===== src/rtl/mlbc_pkg.sv =====
// ----------------------------------------------------------------------------
// mlbc_pkg
// Shared types and constants for the multi-LED blink controller.
// ----------------------------------------------------------------------------
package mlbc_pkg;

  // Defaults for the top-level parameters
  localparam int unsigned LedCountDefault      = 5;
  localparam int unsigned DefaultPeriodDefault = 1000;

  // Fixed field widths of the channels
  localparam int unsigned KindW   = 4;
  localparam int unsigned IndexW  = 3;
  localparam int unsigned MaskW   = 8;
  localparam int unsigned PeriodW = 16;
  localparam int unsigned LevelW  = 2;
  localparam int unsigned OutLeds = 5;
  localparam int unsigned PosW    = 3;
  localparam int unsigned CfgIdxW = 2;
  localparam int unsigned CfgW    = 3;

  localparam logic [PeriodW-1:0] CountMax = '1;

  typedef enum logic [KindW-1:0] {
    KIND_TICK       = 4'd0,
    KIND_SET        = 4'd1,
    KIND_TOGGLE     = 4'd2,
    KIND_BLINK      = 4'd3,
    KIND_STOP_KEEP  = 4'd4,
    KIND_STOP_VALUE = 4'd5,
    KIND_BATTERY    = 4'd6,
    KIND_SET_ALL    = 4'd7,
    KIND_CLEAR      = 4'd8,
    KIND_ALL_ON     = 4'd9,
    KIND_PATTERN    = 4'd10,
    KIND_PERIOD     = 4'd11,
    KIND_CONFIG     = 4'd12
  } kind_t;

  typedef enum logic [LevelW-1:0] {
    LEVEL_LOW  = 2'd0,
    LEVEL_MED  = 2'd1,
    LEVEL_HIGH = 2'd2,
    LEVEL_NONE = 2'd3
  } level_t;

  typedef enum logic [CfgIdxW-1:0] {
    CFG_BATT_LOW  = 2'd0,
    CFG_BATT_MED  = 2'd1,
    CFG_BATT_HIGH = 2'd2
  } cfg_idx_t;

  localparam logic [PosW-1:0] BattLowReset  = 3'd1;
  localparam logic [PosW-1:0] BattMedReset  = 3'd2;
  localparam logic [PosW-1:0] BattHighReset = 3'd3;

endpackage


===== src/rtl/multi_led_blink_controller.sv =====
// ----------------------------------------------------------------------------
// multi_led_blink_controller
// Per-LED blink timers, single-LED commands, battery bar and pattern control.
// ----------------------------------------------------------------------------
//
//  Channel | Signals                                         | Direction
//  --------+-------------------------------------------------+----------
//  in      | in_valid/in_ready, kind, led_index, value, mask, | sink
//          | period_ms, level                                |
//  out     | out_valid/out_ready, led_outputs, blinking_leds, | source
//          | config_mode_on, port_written                    |
//  cfg     | cfg_we, cfg_index, cfg_data                     | sink
//
// One beat per cycle in steady state while the result is not stalled. An item
// waits in the input register while the lane update logic runs, then lands
// in the result register, from which it can be taken. All LED lanes update
// in parallel.
// Synchronous reset clears the LED, blink and config bits, counters and
// phases, and loads the default period. A stalled result holds the pipeline;
// the input side keeps taking beats while its register is free.

module multi_led_blink_controller #(
  parameter int unsigned LED_COUNT         = mlbc_pkg::LedCountDefault,
  parameter int unsigned DEFAULT_PERIOD_MS = mlbc_pkg::DefaultPeriodDefault
) (
  input  logic                         clk,
  input  logic                         rst,

  input  logic                         in_valid,
  output logic                         in_ready,
  input  logic [mlbc_pkg::KindW-1:0]   kind,
  input  logic [mlbc_pkg::IndexW-1:0]  led_index,
  input  logic                         value,
  input  logic [mlbc_pkg::MaskW-1:0]   mask,
  input  logic [mlbc_pkg::PeriodW-1:0] period_ms,
  input  logic [mlbc_pkg::LevelW-1:0]  level,

  output logic                         out_valid,
  input  logic                         out_ready,
  output logic [mlbc_pkg::OutLeds-1:0] led_outputs,
  output logic [mlbc_pkg::OutLeds-1:0] blinking_leds,
  output logic                         config_mode_on,
  output logic                         port_written,

  input  logic                         cfg_we,
  input  logic [mlbc_pkg::CfgIdxW-1:0] cfg_index,
  input  logic [mlbc_pkg::CfgW-1:0]    cfg_data
);

  localparam int unsigned PW = mlbc_pkg::PeriodW;

  // Configuration registers
  logic [mlbc_pkg::PosW-1:0] batt_low_pos;
  logic [mlbc_pkg::PosW-1:0] batt_med_pos;
  logic [mlbc_pkg::PosW-1:0] batt_high_pos;

  always_ff @(posedge clk) begin
    if (rst) begin
      batt_low_pos  <= mlbc_pkg::BattLowReset;
      batt_med_pos  <= mlbc_pkg::BattMedReset;
      batt_high_pos <= mlbc_pkg::BattHighReset;
    end else if (cfg_we) begin
      case (mlbc_pkg::cfg_idx_t'(cfg_index))
        mlbc_pkg::CFG_BATT_LOW:  batt_low_pos  <= cfg_data;
        mlbc_pkg::CFG_BATT_MED:  batt_med_pos  <= cfg_data;
        mlbc_pkg::CFG_BATT_HIGH: batt_high_pos <= cfg_data;
        default: ;
      endcase
    end
  end

  // Input register
  logic                          s1_valid;
  mlbc_pkg::kind_t               kind_q;
  logic [mlbc_pkg::IndexW-1:0]   index_q;
  logic                          value_q;
  logic [mlbc_pkg::MaskW-1:0]    mask_q;
  logic [PW-1:0]                 period_q;
  mlbc_pkg::level_t              level_q;
  logic                          s2_free;
  logic                          s1_fire;

  assign s2_free  = !out_valid || out_ready;
  assign s1_fire  = s1_valid && s2_free;
  assign in_ready = !s1_valid || s2_free;

  always_ff @(posedge clk) begin
    if (rst) begin
      s1_valid <= 1'b0;
    end else if (in_ready) begin
      s1_valid <= in_valid;
    end
  end

  always_ff @(posedge clk) begin
    if (in_valid && in_ready) begin
      kind_q   <= mlbc_pkg::kind_t'(kind);
      index_q  <= led_index;
      value_q  <= value;
      mask_q   <= mask;
      period_q <= period_ms;
      level_q  <= mlbc_pkg::level_t'(level);
    end
  end

  // LED state
  logic [LED_COUNT-1:0] led_bits, led_bits_next;
  logic [LED_COUNT-1:0] blink_bits, blink_bits_next;
  logic                 config_flag, config_flag_next;
  logic [PW-1:0]        blink_period [LED_COUNT];
  logic [PW-1:0]        blink_period_next [LED_COUNT];
  logic [PW-1:0]        since_toggle [LED_COUNT];
  logic [PW-1:0]        since_toggle_next [LED_COUNT];
  logic [LED_COUNT-1:0] blink_phase, blink_phase_next;
  logic                 wrote;

  // Per-lane decode of the addressed LED, the pattern mask and the battery bar
  logic [LED_COUNT-1:0] sel, pat, seg_lo, seg_me, seg_hi, seg_all, seg_on;

  always_comb begin
    for (int i = 0; i < LED_COUNT; i++) begin
      sel[i]    = (index_q == mlbc_pkg::IndexW'(i));
      pat[i]    = mask_q[i];
      seg_lo[i] = (batt_low_pos == mlbc_pkg::PosW'(i));
      seg_me[i] = (batt_med_pos == mlbc_pkg::PosW'(i));
      seg_hi[i] = (batt_high_pos == mlbc_pkg::PosW'(i));
    end
    seg_all = seg_lo | seg_me | seg_hi;
    case (level_q)
      mlbc_pkg::LEVEL_LOW:  seg_on = seg_lo;
      mlbc_pkg::LEVEL_MED:  seg_on = seg_lo | seg_me;
      mlbc_pkg::LEVEL_HIGH: seg_on = seg_all;
      default:              seg_on = '0;
    endcase
  end

  logic idx_ok;
  assign idx_ok = |sel;

  always_comb begin
    logic [PW-1:0]        cnt;
    logic [LED_COUNT-1:0] arm;
    led_bits_next    = led_bits;
    blink_bits_next  = blink_bits;
    config_flag_next = config_flag;
    blink_phase_next = blink_phase;
    wrote            = 1'b0;
    arm              = '0;
    cnt              = '0;
    for (int i = 0; i < LED_COUNT; i++) begin
      blink_period_next[i] = blink_period[i];
      since_toggle_next[i] = since_toggle[i];
    end

    case (kind_q)
      mlbc_pkg::KIND_TICK: begin
        for (int i = 0; i < LED_COUNT; i++) begin
          if (blink_bits[i]) begin
            cnt = (since_toggle[i] == mlbc_pkg::CountMax) ? since_toggle[i]
                                                          : since_toggle[i] + 1'b1;
            if (cnt >= (blink_period[i] >> 1)) begin
              blink_phase_next[i]  = !blink_phase[i];
              led_bits_next[i]     = !blink_phase[i];
              since_toggle_next[i] = '0;
              wrote                = 1'b1;
            end else begin
              since_toggle_next[i] = cnt;
            end
          end
        end
      end
      mlbc_pkg::KIND_SET, mlbc_pkg::KIND_STOP_VALUE: begin
        blink_bits_next = blink_bits & ~sel;
        led_bits_next   = value_q ? (led_bits | sel) : (led_bits & ~sel);
        wrote           = idx_ok;
      end
      mlbc_pkg::KIND_TOGGLE: begin
        blink_bits_next = blink_bits & ~sel;
        led_bits_next   = led_bits ^ sel;
        wrote           = idx_ok;
      end
      mlbc_pkg::KIND_BLINK: begin
        arm   = sel;
        wrote = idx_ok;
      end
      mlbc_pkg::KIND_STOP_KEEP: begin
        blink_bits_next = blink_bits & ~sel;
      end
      mlbc_pkg::KIND_BATTERY: begin
        blink_bits_next = blink_bits & ~seg_all;
        led_bits_next   = (led_bits & ~seg_all) | seg_on;
        wrote           = 1'b1;
      end
      mlbc_pkg::KIND_SET_ALL: begin
        blink_bits_next = '0;
        led_bits_next   = pat;
        wrote           = 1'b1;
      end
      mlbc_pkg::KIND_CLEAR: begin
        blink_bits_next  = '0;
        config_flag_next = 1'b0;
        led_bits_next    = '0;
        wrote            = 1'b1;
      end
      mlbc_pkg::KIND_ALL_ON: begin
        blink_bits_next = '0;
        led_bits_next   = '1;
        wrote           = 1'b1;
      end
      mlbc_pkg::KIND_PATTERN: begin
        arm   = pat;
        wrote = 1'b1;
      end
      mlbc_pkg::KIND_PERIOD: begin
        for (int i = 0; i < LED_COUNT; i++) begin
          if (sel[i]) begin
            blink_period_next[i] = period_q;
          end
        end
      end
      mlbc_pkg::KIND_CONFIG: begin
        if (value_q) begin
          config_flag_next = 1'b1;
          arm              = '1;
        end else begin
          blink_bits_next  = '0;
          config_flag_next = 1'b0;
          led_bits_next    = '0;
        end
        wrote = 1'b1;
      end
      default: ;
    endcase

    // Start blinking on armed lanes: phase and output go high, count restarts
    for (int i = 0; i < LED_COUNT; i++) begin
      if (arm[i]) begin
        blink_period_next[i] = period_q;
        since_toggle_next[i] = '0;
        blink_phase_next[i]  = 1'b1;
        led_bits_next[i]     = 1'b1;
        blink_bits_next[i]   = 1'b1;
      end
    end
  end

  always_ff @(posedge clk) begin
    if (rst) begin
      led_bits    <= '0;
      blink_bits  <= '0;
      config_flag <= 1'b0;
      blink_phase <= '0;
      for (int i = 0; i < LED_COUNT; i++) begin
        blink_period[i] <= PW'(DEFAULT_PERIOD_MS);
        since_toggle[i] <= '0;
      end
    end else if (s1_fire) begin
      led_bits    <= led_bits_next;
      blink_bits  <= blink_bits_next;
      config_flag <= config_flag_next;
      blink_phase <= blink_phase_next;
      for (int i = 0; i < LED_COUNT; i++) begin
        blink_period[i] <= blink_period_next[i];
        since_toggle[i] <= since_toggle_next[i];
      end
    end
  end

  // Fit the lane vectors to the fixed result width
  logic [mlbc_pkg::OutLeds-1:0] led_w, blink_w;

  for (genvar g = 0; g < mlbc_pkg::OutLeds; g++) begin : g_out
    if (g < LED_COUNT) begin : g_lane
      assign led_w[g]   = led_bits_next[g];
      assign blink_w[g] = blink_bits_next[g];
    end else begin : g_none
      assign led_w[g]   = 1'b0;
      assign blink_w[g] = 1'b0;
    end
  end

  // Result register
  always_ff @(posedge clk) begin
    if (rst) begin
      out_valid <= 1'b0;
    end else if (s2_free) begin
      out_valid <= s1_valid;
    end
  end

  always_ff @(posedge clk) begin
    if (s1_fire) begin
      led_outputs    <= led_w;
      blinking_leds  <= blink_w;
      config_mode_on <= config_flag_next;
      port_written   <= wrote;
    end
  end

endmodule

===== config.mk =====
export PLATFORM = sky130hd
export DESIGN_NAME = multi_led_blink_controller
export DESIGN_NICKNAME = d
export VERILOG_FILES = /design/src/rtl/mlbc_pkg.sv /design/src/rtl/multi_led_blink_controller.sv
export SDC_FILE = /design/constraint.sdc
export NUM_CORES = 1
export LEC_CHECK = 0
export BUFFER_PORTS_ARGS = -buffer_cell sky130_fd_sc_hd__buf_2
export CAP_MARGIN = 25
export CORE_MARGIN = 2
export CORE_UTILIZATION = 30
export DETAILED_ROUTE_END_ITERATION = 6
export PLACE_DENSITY = 0.46
export SLEW_MARGIN = 10
export SYNTH_ARGS = -nofsm -noshare
export SYNTH_HDL_FRONTEND = slang
export SYNTH_SLANG_ARGS = --single-unit

===== constraint.sdc =====
create_clock -name clk -period 4.3 [get_ports clk]
set_clock_uncertainty 0.05 [all_clocks]
set_input_delay 0.43 -clock clk [delete_from_list [all_inputs] [get_ports clk]]
set_output_delay 0.43 -clock clk [all_outputs]
set_load 0.02 [all_outputs]

==> Word level (Yosys, flattened, before mapping) <==
Memories as Yosys holds them, arrays and structs flattened.
Cells that the tools add are included.
{ "totals": {"ff_bits": 70, "ram_bits": 160, "inputBits": 44, "output_inout_bits": 14, "elab_cells": 245, "n_memories": 2} }
{ "memory_table": {"columns": ["name", "words", "width", "rd", "rd_ports_with_merged_regs", "write_ports", "line", "source"], "rows": [
  ["blink_period", 5, 16, 5, 0, 5, "multi_led_blink_controller.sv:110", "logic [PW-1:0] blink_period [LED_COUNT];"],
  ["since_toggle", 5, 16, 5, 0, 5, "multi_led_blink_controller.sv:112", "logic [PW-1:0] since_toggle [LED_COUNT];"]
]} }
{ "classes": {"addsub": 5, "n_lt_le_gt_ge": 5, "eq_ne": 37, "mux": 105, "bitwise": 21, "n_reduce_logical": 47} }
{ "op_table": {"columns": ["operator", "count"], "rows": [
  ["16-bit 2-to-1 mux", 40],
  ["80-bit 2-to-1 mux", 2],
  ["16-bit by 1-bit adder with 16-bit output (second input constant)", 5],
  ["16-bit == test (second input constant)", 5],
  ["16-bit by 15-bit greater-or-equal comparator with 1-bit output", 5],
  ["1-bit 2-to-1 mux", 52],
  ["5-bit case mux with 8 select lines", 1],
  ["5-bit case mux with 3 select lines", 2],
  ["2-bit nonzero test", 15],
  ["5-bit 2-to-1 mux", 5],
  ["3-bit by 2-bit == test with 1-bit output (second input constant)", 8],
  ["5-bit AND", 4],
  ["4-bit == test (second input constant)", 5],
  ["5-bit bitwise OR", 4],
  ["5-bit case mux with 4 select lines", 1],
  ["4-bit AND reduction", 5],
  ["4-bit by 3-bit == test with 1-bit output (second input constant)", 4],
  ["3-bit by 1-bit == test with 1-bit output (second input constant)", 4],
  ["3-bit == test (second input constant)", 4],
  ["3-bit zero test", 4],
  ["5-bit inverter", 2],
  ["1-bit bitwise OR", 10],
  ["4-bit by 2-bit == test with 1-bit output (second input constant)", 2],
  ["4-bit OR reduction", 2],
  ["16 further kinds", 29]
]} }

==> Depth between registers and ports, before layout <==
{ "depth": {"depth_word": 15, "depth_mapped": 16, "ltp_nobuf": 15} }

==> Least setup slack after synthesis <==
No wires, ideal clock.
{ "synth_path": {"path_type": "flip-flop to flip-flop", "from": "mem since_toggle[0][0] (netlist name)", "to": "reg led_outputs[0] (netlist name) (data pin)", "setup_ns": 0.273, "arrival_ns": 3.290, "required_time_ns": 3.977, "path_slack_ns": 0.687, "stages_incl_launch_ff": 17, "n_path_buf": 1, "synth_period_minus_slack_ns": 3.613, "path_cell_list": "edfxtp_1 -> ha_1 -> nand2_1 -> nor4_1 -> nand2b_1 -> clkbuf_1 -> nor2b_1 -> and4_1 -> xor2_1 -> ha_1 -> a21oi_1 -> o21ai_0 -> o2111ai_1 -> o21a_1 -> a21boi_0 -> mux2i_1 -> nand2_1"} }
{ "synth_rtl": {"columns": ["element", "line", "source"], "rows": [
  ["start: declaration", "multi_led_blink_controller.sv:112", null],
  ["end signal: assignment", "multi_led_blink_controller.sv:293", "led_outputs <= led_w;"],
  ["end: declaration", "multi_led_blink_controller.sv:40", "output logic [mlbc_pkg::OutLeds-1:0] led_outputs,"]
]} }

==> results.json <==
{
  "final.period_utilization_pct": 91.9,
  "ant_nets": 0,
  "finalHoldViolCount": 0,
  "drv_cap": 0,
  "worst_pin_slew_ps": 1100,
  "max_freq_mhz": 253,
  "wl_um": 32800,
  "power_density_mw_per_mm2": 367,
  "cts_buffers": 27,
  "gp_congestion": 0.878,
  "critPathArrivalTime_ps": 4280,
  "async_reset_ff_share_pct": 0,
  "status": "completed",
  "grt_use_total_pct": 15.0,
  "die_x_um": 208,
  "drt-initial-drc-count": 762,
  "numPortBuffers": 53,
  "core_mm2": 0.0410,
  "num-fill-cells": 4088,
  "diodes": 0,
  "placementRows": 74,
  "cp_max_fo": 13,
  "synth_area_leaders": "edfxtp_1 (47%), ha_1 (8.0%), dfxtp_1 (4.3%), nand2_1 (2.7%), xnor2_1 (2.7%)",
  "cts.path.max_buffers": 3,
  "path_clk_slew_ps": 60,
  "synth.most_common_cell": "edfxtp_1",
  "root_buffer": "clkbuf_16",
  "hp-class": "in -> reg",
  "tritoncts": "built",
  "ys_top_cells_by_count": "edfxtp_1 (197), nand2_1 (90), inv_1 (86)",
  "ys_ff_latch": 224,
  "rsz0062_at_grt": "no",
  "required_ps": 4630,
  "drc": 0,
  "drive_above_1_share_pct": 12.0,
  "vias_per_cell": 5.00,
  "slew_headroom_pct": 26.1,
  "end_kind": "flop",
  "yosysWarnings": 0,
  "post-dp-hpwl_um": 23400,
  "die_h_um": 208,
  "synth.distinct_cells": 79,
  "num_vias": 9094,
  "synthesis.area_mm2": 0.0125,
  "gr-total-overflow": 0,
  "grt_start_max_net_pins": 37,
  "cts.sinks": 224,
  "ios": 58,
  "final_core_util_pct": 35.6,
  "htree_levels": 1,
  "antenna_found_initial": 3,
  "nNetsFinal": 1391,
  "stdcell_count": 1819,
  "crit_type": "reg -> reg",
  "setup_viol": 0,
  "initial_utilization_pct": 30.5,
  "setup_tns_ps": 0,
  "syn_to_final_growth_pct": 16.7,
  "synth_top_cell_by_area": "edfxtp_1",
  "synthFlopType": "edfxtp_1",
  "leakagePower_nw": 5.74,
  "grt_pass1_vias": 8710,
  "start_kind": "flop",
  "synthCells": 1169,
  "post_cts.repair.setup_buffers": 0,
  "design.die.area_mm2": 0.0433,
  "synth-seq-area-share_pct": 51.7,
  "ir_drop_v": 0.000268,
  "placed_cells": 1757,
  "drtPass1Iterations": 7,
  "wl_per_cell_um": 18.0,
  "slew_viol_final": 0,
  "synth_top_cell_area_share_pct": 47.3,
  "insertion_delay_ps": 540,
  "synth_area_per_cell_um2": 10.7,
  "final.min_clock_period_ps": 3950,
  "grt_pass1_wl_um": 50600,
  "synth_edf_count": 197
}
## per-stage QoR
step | hold slack (ps) | area [µm²] | power, W | setup slack [ps]
2_1_floorplan | 394 | 12500 | 0.00290 | 687
5_1_grt | 6.59 | 14600 | 0.00557 | 25.0
4_1_cts | 0.137 | 14600 | 0.00542 | 352
3_5_place_dp | 426 | 13600 | 0.00310 | 390
6_report | 27.2 | 14600 | 0.00535 | 348
3_3_place_gp | 432 | 13600 | 0.00309 | 360
## state kept, by name, summed over array words and instances (netlist names)
register / cells
kind_q: 4
level_q: 2
s1_valid: 1
blink_period: 75
blink_phase: 5
mask_q: 5
out_valid: 1
config_flag: 1
period_q: 15
index_q: 3
batt_low_pos: 3
port_written: 1
since_toggle: 80
led_outputs: 5
blink_bits: 5
blinking_leds: 5
value_q: 1
batt_med_pos: 3
led_bits: 5
batt_high_pos: 3
config_mode_on: 1
## timing repair
item | 4_1_cts | 5_1_grt
hold buffers | 12 | 1
gates resized for setup | 0 | 4
hold endpoints to repair | 12 | 1
setup endpoints to repair | 0 | 2
## worst max-delay path, cell delays in order (launching register included)
cell,delay [ps]
edfxtp_1,410
and3_1,210
nand3_1,150
or4_1,640
nand2b_1,220
nor2_1,70
xor2_1,270
ha_1,310
a21oi_1,150
o21ai_0,180
a211oi_1,250
a21oi_1,130
o21ai_0,300
nand3_1,110
buf_4,200
a21oi_1,150
## cell families after synthesis
family          synth area share [%]
simple gates                    19.1
flops                           51.7
compound gates                  11.5
buf+inv                         3.87
fa+ha+maj                       8.01
xor+xnor                        3.99
mux                             1.78
other cells                   0.0300
## final cells by class
| class | instances | area, µm² | area share (%) |
|---|---|---|---|
| clock buffers | 38 | 747 | 5.12 |
| multi-input cells | 825 | 5600 | 38.4 |
| flip-flops and latches | 224 | 6460 | 44.3 |
| well taps | 532 | 666 | 4.56 |
| clock inverters | 11 | 134 | 0.918 |
| inverters | 89 | 334 | 2.29 |
| repair buffers | 100 | 651 | 4.46 |
## path summary, 6_finish.rpt
check                      startpoint  cells after the start  slack, ps             endpoint
setup reg to reg  since_toggle[0][70]                     15        350  since_toggle[0][77]
hold / removal           period_ms[8]                      1         30          period_q[8]
setup / recovery  since_toggle[0][70]                     15        350  since_toggle[0][77]
hold reg to reg        blink_phase[1]                      1        450       blink_phase[1]
## where the power goes
group / total (W) / internal [W] / switching (W) / leakage, nW
Clock: 0.00229 / 0.00139 / 0.000906 / 0.430
Sequential: 0.00256 / 0.00248 / 0.0000809 / 2.16
Combinational: 0.000500 / 0.000191 / 0.000310 / 3.15
## layout by cell type (no fill, tap or decap), drive strengths merged, types with 8 or more instances in the layout
cell	n
ha	80
xor2	19
nand2	90
clkbuf	38
clkinv	8
inv	88
o31a	8
buf	87
dfxtp	27
nor3b	14
mux2i	14
o21ai	52
and2	20
dlygate4sd3	13
a21oi	59
edfxtp	197
nand3	50
nor2	71
xnor2	38
nor2b	51
or3	11
a21o	9
nor3	28
a211oi	10
nor4	14
and3	28
and4	12
a31oi	14
nand4	30
o21a	9
## per-layer routing
metal  GRT usage, %  vias to the layer above  share of wire, %
met4           4.79                        0               2.5
met3           2.35                       44               5.4
met1           21.3                     4275                48
met5              0                        -                 0
li1               -                     4533                 -
met2           23.4                      242                44
No activity file was read; power rests on OpenSTA's default activity.
